## src/rtl/btst_pkg.sv

```systemverilog
// Shared types and codes for the best-time sorted table.
package btst_pkg;

  localparam int KEY_W  = 24;
  localparam int TIME_W = 32;

  // Command codes
  localparam logic [1:0] CMD_ADD   = 2'd0;
  localparam logic [1:0] CMD_READ  = 2'd1;
  localparam logic [1:0] CMD_CLEAR = 2'd2;

  // Status codes
  localparam logic [2:0] ST_INSERTED = 3'd0;
  localparam logic [2:0] ST_REPLACED = 3'd1;
  localparam logic [2:0] ST_IGNORED  = 3'd2;
  localparam logic [2:0] ST_FULL     = 3'd3;
  localparam logic [2:0] ST_READ_OK  = 3'd4;
  localparam logic [2:0] ST_EMPTY    = 3'd5;

  typedef struct packed {
    logic [KEY_W-1:0]  key;
    logic [TIME_W-1:0] lap;
  } entry_t;

  typedef enum logic [2:0] {
    S_IDLE,
    S_SCAN,
    S_DECIDE,
    S_SHIFT,
    S_PLACE,
    S_RD,
    S_RDW,
    S_OUT
  } state_t;

endpackage

```

## src/rtl/btst_if.sv

```systemverilog
// Handshake channel interfaces for command items and result items.
interface btst_in_if;
  logic                        valid;
  logic                        ready;
  logic [1:0]                  command;
  logic [btst_pkg::KEY_W-1:0]  driver_code;
  logic [btst_pkg::TIME_W-1:0] lap_time;
  logic [3:0]                  rank;

  modport source (output valid, command, driver_code, lap_time, rank, input ready);
  modport sink   (input valid, command, driver_code, lap_time, rank, output ready);
endinterface

interface btst_out_if;
  logic                        valid;
  logic                        ready;
  logic [2:0]                  status;
  logic [btst_pkg::KEY_W-1:0]  entry_key;
  logic [btst_pkg::TIME_W-1:0] entry_time;
  logic [3:0]                  entry_rank;
  logic [4:0]                  entry_count;

  modport source (output valid, status, entry_key, entry_time, entry_rank, entry_count,
                  input ready);
  modport sink   (input valid, status, entry_key, entry_time, entry_rank, entry_count,
                  output ready);
endinterface

```

## src/rtl/best_time_sorted_table.sv

```systemverilog
// Top level of the best-time sorted table.
// Holds up to CAPACITY entries (key, time) in one single-port-write memory, sorted by
// ascending time, with a fill count so no clearing pass is needed after reset. One item
// is taken at a time and exactly one result item follows it. An add scans the held
// entries one per cycle (key lookup and insertion rank together), then moves the
// entries between the old and new place one per cycle and writes the new entry.
// The scan and move rate is set by the memory's one read and one write port. A read
// fetches the entry at its rank from the memory before its result; a clear, a read past
// the end or an unused code goes straight to its result. Every result waits on the result side.
module best_time_sorted_table #(
  parameter int CAPACITY = 16
) (
  input  logic          clk,
  input  logic          rst_n,
  btst_in_if.sink       in_ch,
  btst_out_if.source    out_ch
);

  localparam int IW   = (CAPACITY > 1) ? $clog2(CAPACITY) : 1;
  localparam int CW   = $clog2(CAPACITY + 1);
  localparam int CMPW = (CW > 4) ? CW : 4;

  btst_pkg::state_t state_r, state_nxt;

  logic [CW-1:0]               count_r, count_nxt;
  logic [CW-1:0]               idx_r, idx_nxt;
  logic                        chk_vld_r, chk_vld_nxt;
  logic [IW-1:0]               chk_idx_r, chk_idx_nxt;
  logic                        found_r, found_nxt;
  logic [IW-1:0]               f_r, f_nxt;
  logic [btst_pkg::TIME_W-1:0] ftime_r, ftime_nxt;
  logic [CW-1:0]               le_r, le_nxt;
  logic [IW-1:0]               p_r, p_nxt;
  logic                        down_r, down_nxt;
  logic [IW-1:0]               dst_r, dst_nxt;
  logic                        pend_r, pend_nxt;
  logic [IW-1:0]               pwaddr_r, pwaddr_nxt;
  logic                        new_r, new_nxt;
  logic [btst_pkg::KEY_W-1:0]  key_r, key_nxt;
  logic [btst_pkg::TIME_W-1:0] time_r, time_nxt;
  logic [3:0]                  rank_r, rank_nxt;

  logic [2:0]                  res_status_r, res_status_nxt;
  logic [btst_pkg::KEY_W-1:0]  res_key_r, res_key_nxt;
  logic [btst_pkg::TIME_W-1:0] res_time_r, res_time_nxt;
  logic [3:0]                  res_rank_r, res_rank_nxt;
  logic [4:0]                  res_count_r, res_count_nxt;

  btst_pkg::entry_t            mem [CAPACITY];
  btst_pkg::entry_t            rdata_r;
  logic [IW-1:0]               raddr;
  logic                        we;
  logic [IW-1:0]               waddr;
  btst_pkg::entry_t            wdata;

  logic in_acc;
  logic out_acc;
  logic rd_ok;
  logic ignore_add;
  logic full_add;
  logic equal_time;

  assign in_acc     = in_ch.valid && in_ch.ready;
  assign out_acc    = out_ch.valid && out_ch.ready;
  assign rd_ok      = CMPW'(in_ch.rank) < CMPW'(count_r);
  assign equal_time = (ftime_r == time_r);
  assign ignore_add = found_r && (ftime_r < time_r);
  assign full_add   = !found_r && (count_r >= CW'(CAPACITY));

  // Next state
  always_comb begin
    state_nxt = state_r;
    case (state_r)
      btst_pkg::S_IDLE: begin
        if (in_acc) begin
          if (in_ch.command == btst_pkg::CMD_ADD) begin
            state_nxt = btst_pkg::S_SCAN;
          end else if (in_ch.command == btst_pkg::CMD_READ && rd_ok) begin
            state_nxt = btst_pkg::S_RD;
          end else begin
            state_nxt = btst_pkg::S_OUT;
          end
        end
      end
      btst_pkg::S_SCAN: begin
        if (idx_r >= count_r && !chk_vld_r) state_nxt = btst_pkg::S_DECIDE;
      end
      btst_pkg::S_DECIDE: begin
        if (ignore_add || full_add) state_nxt = btst_pkg::S_OUT;
        else                        state_nxt = btst_pkg::S_SHIFT;
      end
      btst_pkg::S_SHIFT: begin
        if (dst_r == p_r && !pend_r) state_nxt = btst_pkg::S_PLACE;
      end
      btst_pkg::S_PLACE: state_nxt = btst_pkg::S_OUT;
      btst_pkg::S_RD:    state_nxt = btst_pkg::S_RDW;
      btst_pkg::S_RDW:   state_nxt = btst_pkg::S_OUT;
      btst_pkg::S_OUT: begin
        if (out_acc) state_nxt = btst_pkg::S_IDLE;
      end
      default: state_nxt = btst_pkg::S_IDLE;
    endcase
  end

  // Datapath and result
  always_comb begin
    count_nxt      = count_r;
    idx_nxt        = idx_r;
    chk_vld_nxt    = chk_vld_r;
    chk_idx_nxt    = chk_idx_r;
    found_nxt      = found_r;
    f_nxt          = f_r;
    ftime_nxt      = ftime_r;
    le_nxt         = le_r;
    p_nxt          = p_r;
    down_nxt       = down_r;
    dst_nxt        = dst_r;
    pend_nxt       = pend_r;
    pwaddr_nxt     = pwaddr_r;
    new_nxt        = new_r;
    key_nxt        = key_r;
    time_nxt       = time_r;
    rank_nxt       = rank_r;
    res_status_nxt = res_status_r;
    res_key_nxt    = res_key_r;
    res_time_nxt   = res_time_r;
    res_rank_nxt   = res_rank_r;
    res_count_nxt  = res_count_r;
    raddr          = '0;

    case (state_r)
      btst_pkg::S_IDLE: begin
        if (in_acc) begin
          key_nxt       = in_ch.driver_code;
          time_nxt      = in_ch.lap_time;
          rank_nxt      = in_ch.rank;
          idx_nxt       = '0;
          chk_vld_nxt   = 1'b0;
          found_nxt     = 1'b0;
          le_nxt        = '0;
          pend_nxt      = 1'b0;
          res_key_nxt   = '0;
          res_time_nxt  = '0;
          res_rank_nxt  = '0;
          res_count_nxt = 5'(count_r);
          if (in_ch.command == btst_pkg::CMD_READ) begin
            res_status_nxt = btst_pkg::ST_EMPTY;
          end else if (in_ch.command == btst_pkg::CMD_CLEAR) begin
            count_nxt      = '0;
            res_status_nxt = btst_pkg::ST_EMPTY;
            res_count_nxt  = '0;
          end else begin
            res_status_nxt = btst_pkg::ST_IGNORED;
          end
        end
      end
      btst_pkg::S_SCAN: begin
        raddr = IW'(idx_r);
        if (idx_r < count_r) begin
          idx_nxt     = idx_r + CW'(1);
          chk_vld_nxt = 1'b1;
          chk_idx_nxt = IW'(idx_r);
        end else begin
          chk_vld_nxt = 1'b0;
        end
        if (chk_vld_r) begin
          if (!found_r && rdata_r.key == key_r) begin
            found_nxt = 1'b1;
            f_nxt     = chk_idx_r;
            ftime_nxt = rdata_r.lap;
          end
          if (rdata_r.lap <= time_r) le_nxt = le_r + CW'(1);
        end
      end
      btst_pkg::S_DECIDE: begin
        res_key_nxt   = key_r;
        res_count_nxt = 5'(count_r);
        if (ignore_add) begin
          res_status_nxt = btst_pkg::ST_IGNORED;
          res_time_nxt   = ftime_r;
          res_rank_nxt   = 4'(f_r);
        end else if (full_add) begin
          res_status_nxt = btst_pkg::ST_FULL;
          res_time_nxt   = time_r;
          res_rank_nxt   = '0;
        end else begin
          // Rank after removal: entries other than the old one with time not above the new time
          new_nxt = !found_r;
          if (found_r) begin
            p_nxt   = IW'(le_r - CW'(equal_time));
            dst_nxt = f_r;
            f_nxt   = f_r;
          end else begin
            p_nxt   = IW'(le_r);
            dst_nxt = IW'(count_r);
            f_nxt   = IW'(count_r);
          end
          down_nxt = (found_r ? IW'(le_r - CW'(equal_time)) : IW'(le_r)) >
                     (found_r ? f_r : IW'(count_r));
        end
      end
      btst_pkg::S_SHIFT: begin
        raddr = down_r ? (dst_r + IW'(1)) : (dst_r - IW'(1));
        if (dst_r != p_r) begin
          pend_nxt   = 1'b1;
          pwaddr_nxt = dst_r;
          dst_nxt    = down_r ? (dst_r + IW'(1)) : (dst_r - IW'(1));
        end else begin
          pend_nxt = 1'b0;
        end
      end
      btst_pkg::S_PLACE: begin
        res_status_nxt = new_r ? btst_pkg::ST_INSERTED : btst_pkg::ST_REPLACED;
        res_key_nxt    = key_r;
        res_time_nxt   = time_r;
        res_rank_nxt   = 4'(p_r);
        if (new_r) begin
          count_nxt     = count_r + CW'(1);
          res_count_nxt = 5'(count_r + CW'(1));
        end else begin
          res_count_nxt = 5'(count_r);
        end
      end
      btst_pkg::S_RD: begin
        raddr = IW'(rank_r);
      end
      btst_pkg::S_RDW: begin
        res_status_nxt = btst_pkg::ST_READ_OK;
        res_key_nxt    = rdata_r.key;
        res_time_nxt   = rdata_r.lap;
        res_rank_nxt   = rank_r;
        res_count_nxt  = 5'(count_r);
      end
      default: begin
      end
    endcase
  end

  // Memory write: shifted entry during a move, new entry at its rank
  assign we    = pend_r || (state_r == btst_pkg::S_PLACE);
  assign waddr = pend_r ? pwaddr_r : p_r;
  assign wdata = pend_r ? rdata_r : btst_pkg::entry_t'{key: key_r, lap: time_r};

  always_ff @(posedge clk) begin
    if (we) mem[waddr] <= wdata;
    rdata_r <= mem[raddr];
  end

  always_ff @(posedge clk) begin
    if (!rst_n) begin
      state_r   <= btst_pkg::S_IDLE;
      count_r   <= '0;
      chk_vld_r <= 1'b0;
      pend_r    <= 1'b0;
    end else begin
      state_r   <= state_nxt;
      count_r   <= count_nxt;
      chk_vld_r <= chk_vld_nxt;
      pend_r    <= pend_nxt;
    end
  end

  always_ff @(posedge clk) begin
    idx_r        <= idx_nxt;
    chk_idx_r    <= chk_idx_nxt;
    found_r      <= found_nxt;
    f_r          <= f_nxt;
    ftime_r      <= ftime_nxt;
    le_r         <= le_nxt;
    p_r          <= p_nxt;
    down_r       <= down_nxt;
    dst_r        <= dst_nxt;
    pwaddr_r     <= pwaddr_nxt;
    new_r        <= new_nxt;
    key_r        <= key_nxt;
    time_r       <= time_nxt;
    rank_r       <= rank_nxt;
    res_status_r <= res_status_nxt;
    res_key_r    <= res_key_nxt;
    res_time_r   <= res_time_nxt;
    res_rank_r   <= res_rank_nxt;
    res_count_r  <= res_count_nxt;
  end

  // Outputs
  assign in_ch.ready        = (state_r == btst_pkg::S_IDLE);
  assign out_ch.valid       = (state_r == btst_pkg::S_OUT);
  assign out_ch.status      = res_status_r;
  assign out_ch.entry_key   = res_key_r;
  assign out_ch.entry_time  = res_time_r;
  assign out_ch.entry_rank  = res_rank_r;
  assign out_ch.entry_count = res_count_r;

  a_count_bound: assert property (@(posedge clk) disable iff (!rst_n)
    count_r <= CW'(CAPACITY))
    else $error("held count above capacity");

  a_one_side: assert property (@(posedge clk) disable iff (!rst_n)
    out_ch.valid |-> !in_ch.ready)
    else $error("item taken while a result is pending");

  a_place_drained: assert property (@(posedge clk) disable iff (!rst_n)
    (state_r == btst_pkg::S_PLACE) |-> !pend_r)
    else $error("new entry written over a pending move");

  a_clear_empties: assert property (@(posedge clk) disable iff (!rst_n)
    (in_acc && in_ch.command == btst_pkg::CMD_CLEAR) |=> (count_r == '0))
    else $error("clear left entries held");

endmodule
```

## src/flat_wrapper.sv

```systemverilog
// flat-port wrapper written by rule: the top's interface ports become plain ports
module best_time_sorted_table_flat 
#(
  parameter int CAPACITY = 16
)
  (clk, rst_n, in_ch_valid, in_ch_command, in_ch_driver_code, in_ch_lap_time, in_ch_rank, in_ch_ready, out_ch_valid, out_ch_status, out_ch_entry_key, out_ch_entry_time, out_ch_entry_rank, out_ch_entry_count, out_ch_ready);
  btst_in_if in_ch_i ();
  btst_out_if out_ch_i ();
  input  logic clk;
  input  logic rst_n;
  input wire logic [$bits(in_ch_i.valid)-1:0] in_ch_valid;
  input wire logic [$bits(in_ch_i.command)-1:0] in_ch_command;
  input wire logic [$bits(in_ch_i.driver_code)-1:0] in_ch_driver_code;
  input wire logic [$bits(in_ch_i.lap_time)-1:0] in_ch_lap_time;
  input wire logic [$bits(in_ch_i.rank)-1:0] in_ch_rank;
  output wire logic [$bits(in_ch_i.ready)-1:0] in_ch_ready;
  output wire logic [$bits(out_ch_i.valid)-1:0] out_ch_valid;
  output wire logic [$bits(out_ch_i.status)-1:0] out_ch_status;
  output wire logic [$bits(out_ch_i.entry_key)-1:0] out_ch_entry_key;
  output wire logic [$bits(out_ch_i.entry_time)-1:0] out_ch_entry_time;
  output wire logic [$bits(out_ch_i.entry_rank)-1:0] out_ch_entry_rank;
  output wire logic [$bits(out_ch_i.entry_count)-1:0] out_ch_entry_count;
  input wire logic [$bits(out_ch_i.ready)-1:0] out_ch_ready;
  assign in_ch_i.valid = in_ch_valid;
  assign in_ch_i.command = in_ch_command;
  assign in_ch_i.driver_code = in_ch_driver_code;
  assign in_ch_i.lap_time = in_ch_lap_time;
  assign in_ch_i.rank = in_ch_rank;
  assign in_ch_ready = in_ch_i.ready;
  assign out_ch_valid = out_ch_i.valid;
  assign out_ch_status = out_ch_i.status;
  assign out_ch_entry_key = out_ch_i.entry_key;
  assign out_ch_entry_time = out_ch_i.entry_time;
  assign out_ch_entry_rank = out_ch_i.entry_rank;
  assign out_ch_entry_count = out_ch_i.entry_count;
  assign out_ch_i.ready = out_ch_ready;
  best_time_sorted_table #(.CAPACITY(CAPACITY)) u_core (.clk(clk), .rst_n(rst_n), .in_ch(in_ch_i), .out_ch(out_ch_i));
endmodule
```

## config.mk

```make
export PLATFORM = sky130hd
export DESIGN_NAME = best_time_sorted_table_flat
export DESIGN_NICKNAME = d
export VERILOG_FILES = /design/src/rtl/btst_pkg.sv /design/src/rtl/btst_if.sv /design/src/rtl/best_time_sorted_table.sv /design/src/flat_wrapper.sv
export SDC_FILE = /design/constraint.sdc
export NUM_CORES = 2
export LEC_CHECK = 0
export ABC_AREA = 0
export BUFFER_PORTS_ARGS = -buffer_cell sky130_fd_sc_hd__buf_2
export CAP_MARGIN = 25
export CORE_MARGIN = 8
export CORE_UTILIZATION = 62
export CTS_BUF_LIST = sky130_fd_sc_hd__clkbuf_8 sky130_fd_sc_hd__clkbuf_16
export DETAILED_ROUTE_END_ITERATION = 7
export GPL_ROUTABILITY_DRIVEN = 0
export GPL_TIMING_DRIVEN = 0
export HOLD_SLACK_MARGIN = 0.15
export MAX_ROUTING_LAYER = met4
export PLACE_DENSITY = 0.83
export SLEW_MARGIN = 0
export SYNTH_ARGS = -nofsm -noshare
export SYNTH_HDL_FRONTEND = slang
export SYNTH_SLANG_ARGS = --single-unit
```

## constraint.sdc

```tcl
create_clock -name clk -period 5.7 [get_ports clk]
set_input_delay 0.57 -clock clk [delete_from_list [all_inputs] [get_ports clk]]
set_output_delay 0.57 -clock clk [all_outputs]
set_load 0.005 [all_outputs]
```

==> run_results.csv <==
group,metric,value,unit
outcome,status,"complete, no violations",
setup_path,end_kind,"flip-flop",
logic_synthesis,netlist_instances,3130,
setup_path,ff2ff_path_depth,16,
power_and_ir_drop,ir_drop,0.316,mV
min_path,hold_path_class,"in -> reg",
logic_synthesis,synth_edf_count,1088,
floorplanning,fp.dieH,293,um
timing,period_needed,4.85,ns
logic_synthesis,synth.area.mux_share,5.62,%
global_routing,grt_pass1_wl,191,mm
cells_and_area,final_common_cell,"edfxtp_1",
timing,timing.final.ws_setup,0.855,ns
floorplanning,core,76100,um2
flow_run,maxCapViolCount,0,
logic_synthesis,netlist_area,47700,um2
setup_path,crit_arrival,5.24,ns
cells_and_area,syn_to_final_growth,15.7,%
logic_synthesis,ys_ff_latch,1154,
logic_synthesis,synth_compound_area_share,11.1,%
clock_tree,clk_path_buf_depth,3,
cells_and_area,layout_common_cells,"1,088 x edfxtp_1, 389 x nand2_1, 249 x a21oi_1",
floorplanning,die_w,293,um
logic_synthesis,async_flop_share,0,%
setup_path,required,6.09,ns
setup_path,r2r_start,"u_core.time_r[30]",
timing,worst_pin_slew,1.23,ns
logic_synthesis,syn_nets,3283,
detailed_routing,vias,31200,
floorplanning,num_io_pins,136,
setup_path,worst-setup-path-type,"reg -> reg",
clock_tree,numCtsBuffers,110,
logic_synthesis,synthFlopType,"edfxtp_1",
clock_tree,clk_pin_slew,0.06,ns
cells_and_area,nNetsFinal,3664,
global_routing,grt_start_max_net_pins,61,
global_routing,grt_busiest_layer,"met2",
global_routing,grtUsageTotal,30.3,%
detailed_routing,ant_nets,0,
min_path,hold_start,"rst_n",
timing,slew_headroom,17.7,%
detailed_routing,avgRoutedWirePerCell,28.1,um
detailed_routing,drc,0,
logic_synthesis,synth_top_family_by_area,"compound AO/OA/AOI/OAI gates",
timing,setup_viol_count_final,0,
placed_design,portBuffers,135,
cells_and_area,final_util,72.5,%
floorplanning,initial_utilization,62.7,%
power_and_ir_drop,p_total,26.2,mW
logic_synthesis,synth-adder-area-share,2.30,%
setup_path,worstPathMaxFanout,10,
timing,hold_viol,0,
timing,skew,0.0281,ns
timing,timing.hold.ws,0.232,ns
min_path,whs_path_depth,2,
clock_tree,tritoncts,"built",
power_and_ir_drop,p_per_area,475,nW/um2
detailed_routing,via_per_inst,6.73,
detailed_routing,drtIter0Drc,4799,
logic_synthesis,avgSynthCellArea,15.2,um2
clock_tree,cts_sinks,1154,
global_routing,grt_pass1_vias,30800,
setup_path,rrSetupSlack,0.85,ns
logic_synthesis,synth_xor_area_share,0.735,%
setup_path,start_kind,"flip-flop",
timing,slew_viol_final,0,
global_routing,grtUsageMet1,37.9,%
logic_synthesis,ys_seq_area_share,71.3,%
timing,rsz0062_at_grt,"no",
clock_tree,ctsHtreeMaxLevel,3,
power_and_ir_drop,p_leak,19.5,nW
clock_tree,cts_setup_buffers,0,
global_routing,grtUsageMet2,48.7,%
setup_path,rr_endpoint,"u_core.down_r",
detailed_routing,first_pass_iters,6,
logic_synthesis,ys_warn_count,0,
timing,fin_tns_setup,0,ns
cells_and_area,drive_gt1_share,15.8,%
floorplanning,die_area,86000,um2
timing,fmax,0.206,GHz
global_routing,globalRouteOverflowTotal,0,
clock_tree,cts_root_buf,"clkbuf_16",
logic_synthesis,synth_simple_gate_area_share,5.67,%
cells_and_area,fillers,4515,
floorplanning,num_rows,101,
global_routing,use_met3,5.64,%
min_path,hold_path_end,"u_core.count_r[2]",
placed_design,hpwl,85.1,mm
timing,fin_crit_sh,85.0,%
placed_design,pre_cts_ws,1.04,ns
detailed_routing,drt-total-wl,130,mm
logic_synthesis,yosysUniqueCellTypes,71,
global_routing,antenna_found_initial,5,
clock_tree,insertion_delay,0.68,ns
-- routing by layer --
layer / share of wire (%) / vias to the layer above
li1: - / 13200
met1: 36 / 15300
met5: 0 / -
met4: 4.7 / 0
met3: 12 / 391
met2: 48 / 2400
-- cell families after synthesis --
group / Yosys count
AO/OA/AOI/OAI: 716
XOR/XNOR: 40
adder cells (fa/ha/maj): 87
buffers and inverters: 272
flip-flops: 1154
multiplexers: 261
AND/OR/NAND/NOR: 600
-- registers in the layout, indices dropped and copies added, names as in the netlist, 3 cells and up --
name and count:
u_core.p_r 4, u_core.key_r 24, u_core.rdata_r 56, u_core.le_r 4
u_core.state_r 3, u_core.idx_r 5, u_core.rank_r 4, u_core.out_ch.entry_key 24
u_core.chk_idx_r 4, u_core.time_r 32, u_core.out_ch.status 3, u_core.out_ch.entry_time 32
u_core.mem 896, u_core.out_ch.entry_rank 4, u_core.count_r 5, u_core.pwaddr_r 4
u_core.f_r 4, u_core.out_ch.entry_count 5, u_core.ftime_r 32, u_core.dst_r 4
-- timing repair --
item                                    CTS  global route
resized for setup                         0             0
hold buffers                             60             0
endpoints found under the hold margin    60             0
endpoints found under the setup margin    0             0
-- final cells by class --
type | count | area, um2 | share of cell area, %
clock buffer | 123 | 2950 | 5.35
tap | 1030 | 1290 | 2.34
antenna | 7 | 17.5 | 0.0317
sequential | 1154 | 34000 | 61.6
inverter | 58 | 220 | 0.399
multi-input combinational | 1704 | 12200 | 22.2
clock inverter | 82 | 673 | 1.22
buffer | 214 | 1360 | 2.46
timing repair buffer | 269 | 2420 | 4.39
-- worst max-delay path, cell delays in order, from the launching register on --
cell	delay [ns]
edfxtp_1	0.42
inv_1	0.12
ha_1	0.34
nand4_1	0.15
nor4_1	0.52
nand4_1	0.42
clkbuf_1	0.39
nor3_1	0.78
ha_1	0.28
nand2_1	0.06
xnor2_1	0.25
ha_1	0.29
nor2b_1	0.13
o21ai_0	0.15
nand2b_1	0.07
a21oi_1	0.14
a41oi_1	0.06
-- how the worst max path moves through the flow --
stage                 startpoint                     endpoint  slack (ns)  cells after the start
5_1_grt        u_core.time_r[30]                u_core.down_r        0.50                     16
2_1_floorplan  u_core.time_r[14]  u_core.out_ch.entry_rank[0]        0.45                      9
3_5_place_dp   u_core.time_r[30]                u_core.down_r        1.04                     16
3_3_place_gp       u_core.pend_r            u_core.mem[0][53]       -2.46                      5
6_report       u_core.time_r[30]                u_core.down_r        0.85                     16
4_1_cts        u_core.time_r[30]                u_core.down_r        0.95                     16
-- power by group --
part / internal [mW] / switching (mW) / total (mW) / leakage, nW
clock network: 4.16 / 3.15 / 7.31 / 1.92
logic: 2.53 / 4.97 / 7.50 / 7.08
registers: 10.8 / 0.568 / 11.4 / 10.5
-- per-stage QoR --
stage | area (um2) | std cells
5_1_grt | 55200 | 4640
2_1_floorplan | 47700 | 3130
3_5_place_dp | 50900 | 4361
4_1_cts | 55100 | 4626
6_report | 55200 | 4641
3_3_place_gp | 49600 | 4295
-- cell usage after synthesis, types with 33 or more instances --
cell type  count  share of area [%]
a21oi_1      249                2.6
nor2_1        54               0.43
inv_1         58               0.46
or4_1         55               0.87
edfxtp_1    1088                 69
dfxtp_1       66                2.8
nand2_1      389                3.1
ha_1          86                2.3
xnor2_1       33               0.61
a221oi_1     205                3.8
mux2i_1      233                4.9
clkbuf_1     111               0.87
a41oi_1       34               0.62
o21ai_0       57               0.60
Power figures use the tool's default switching activity.
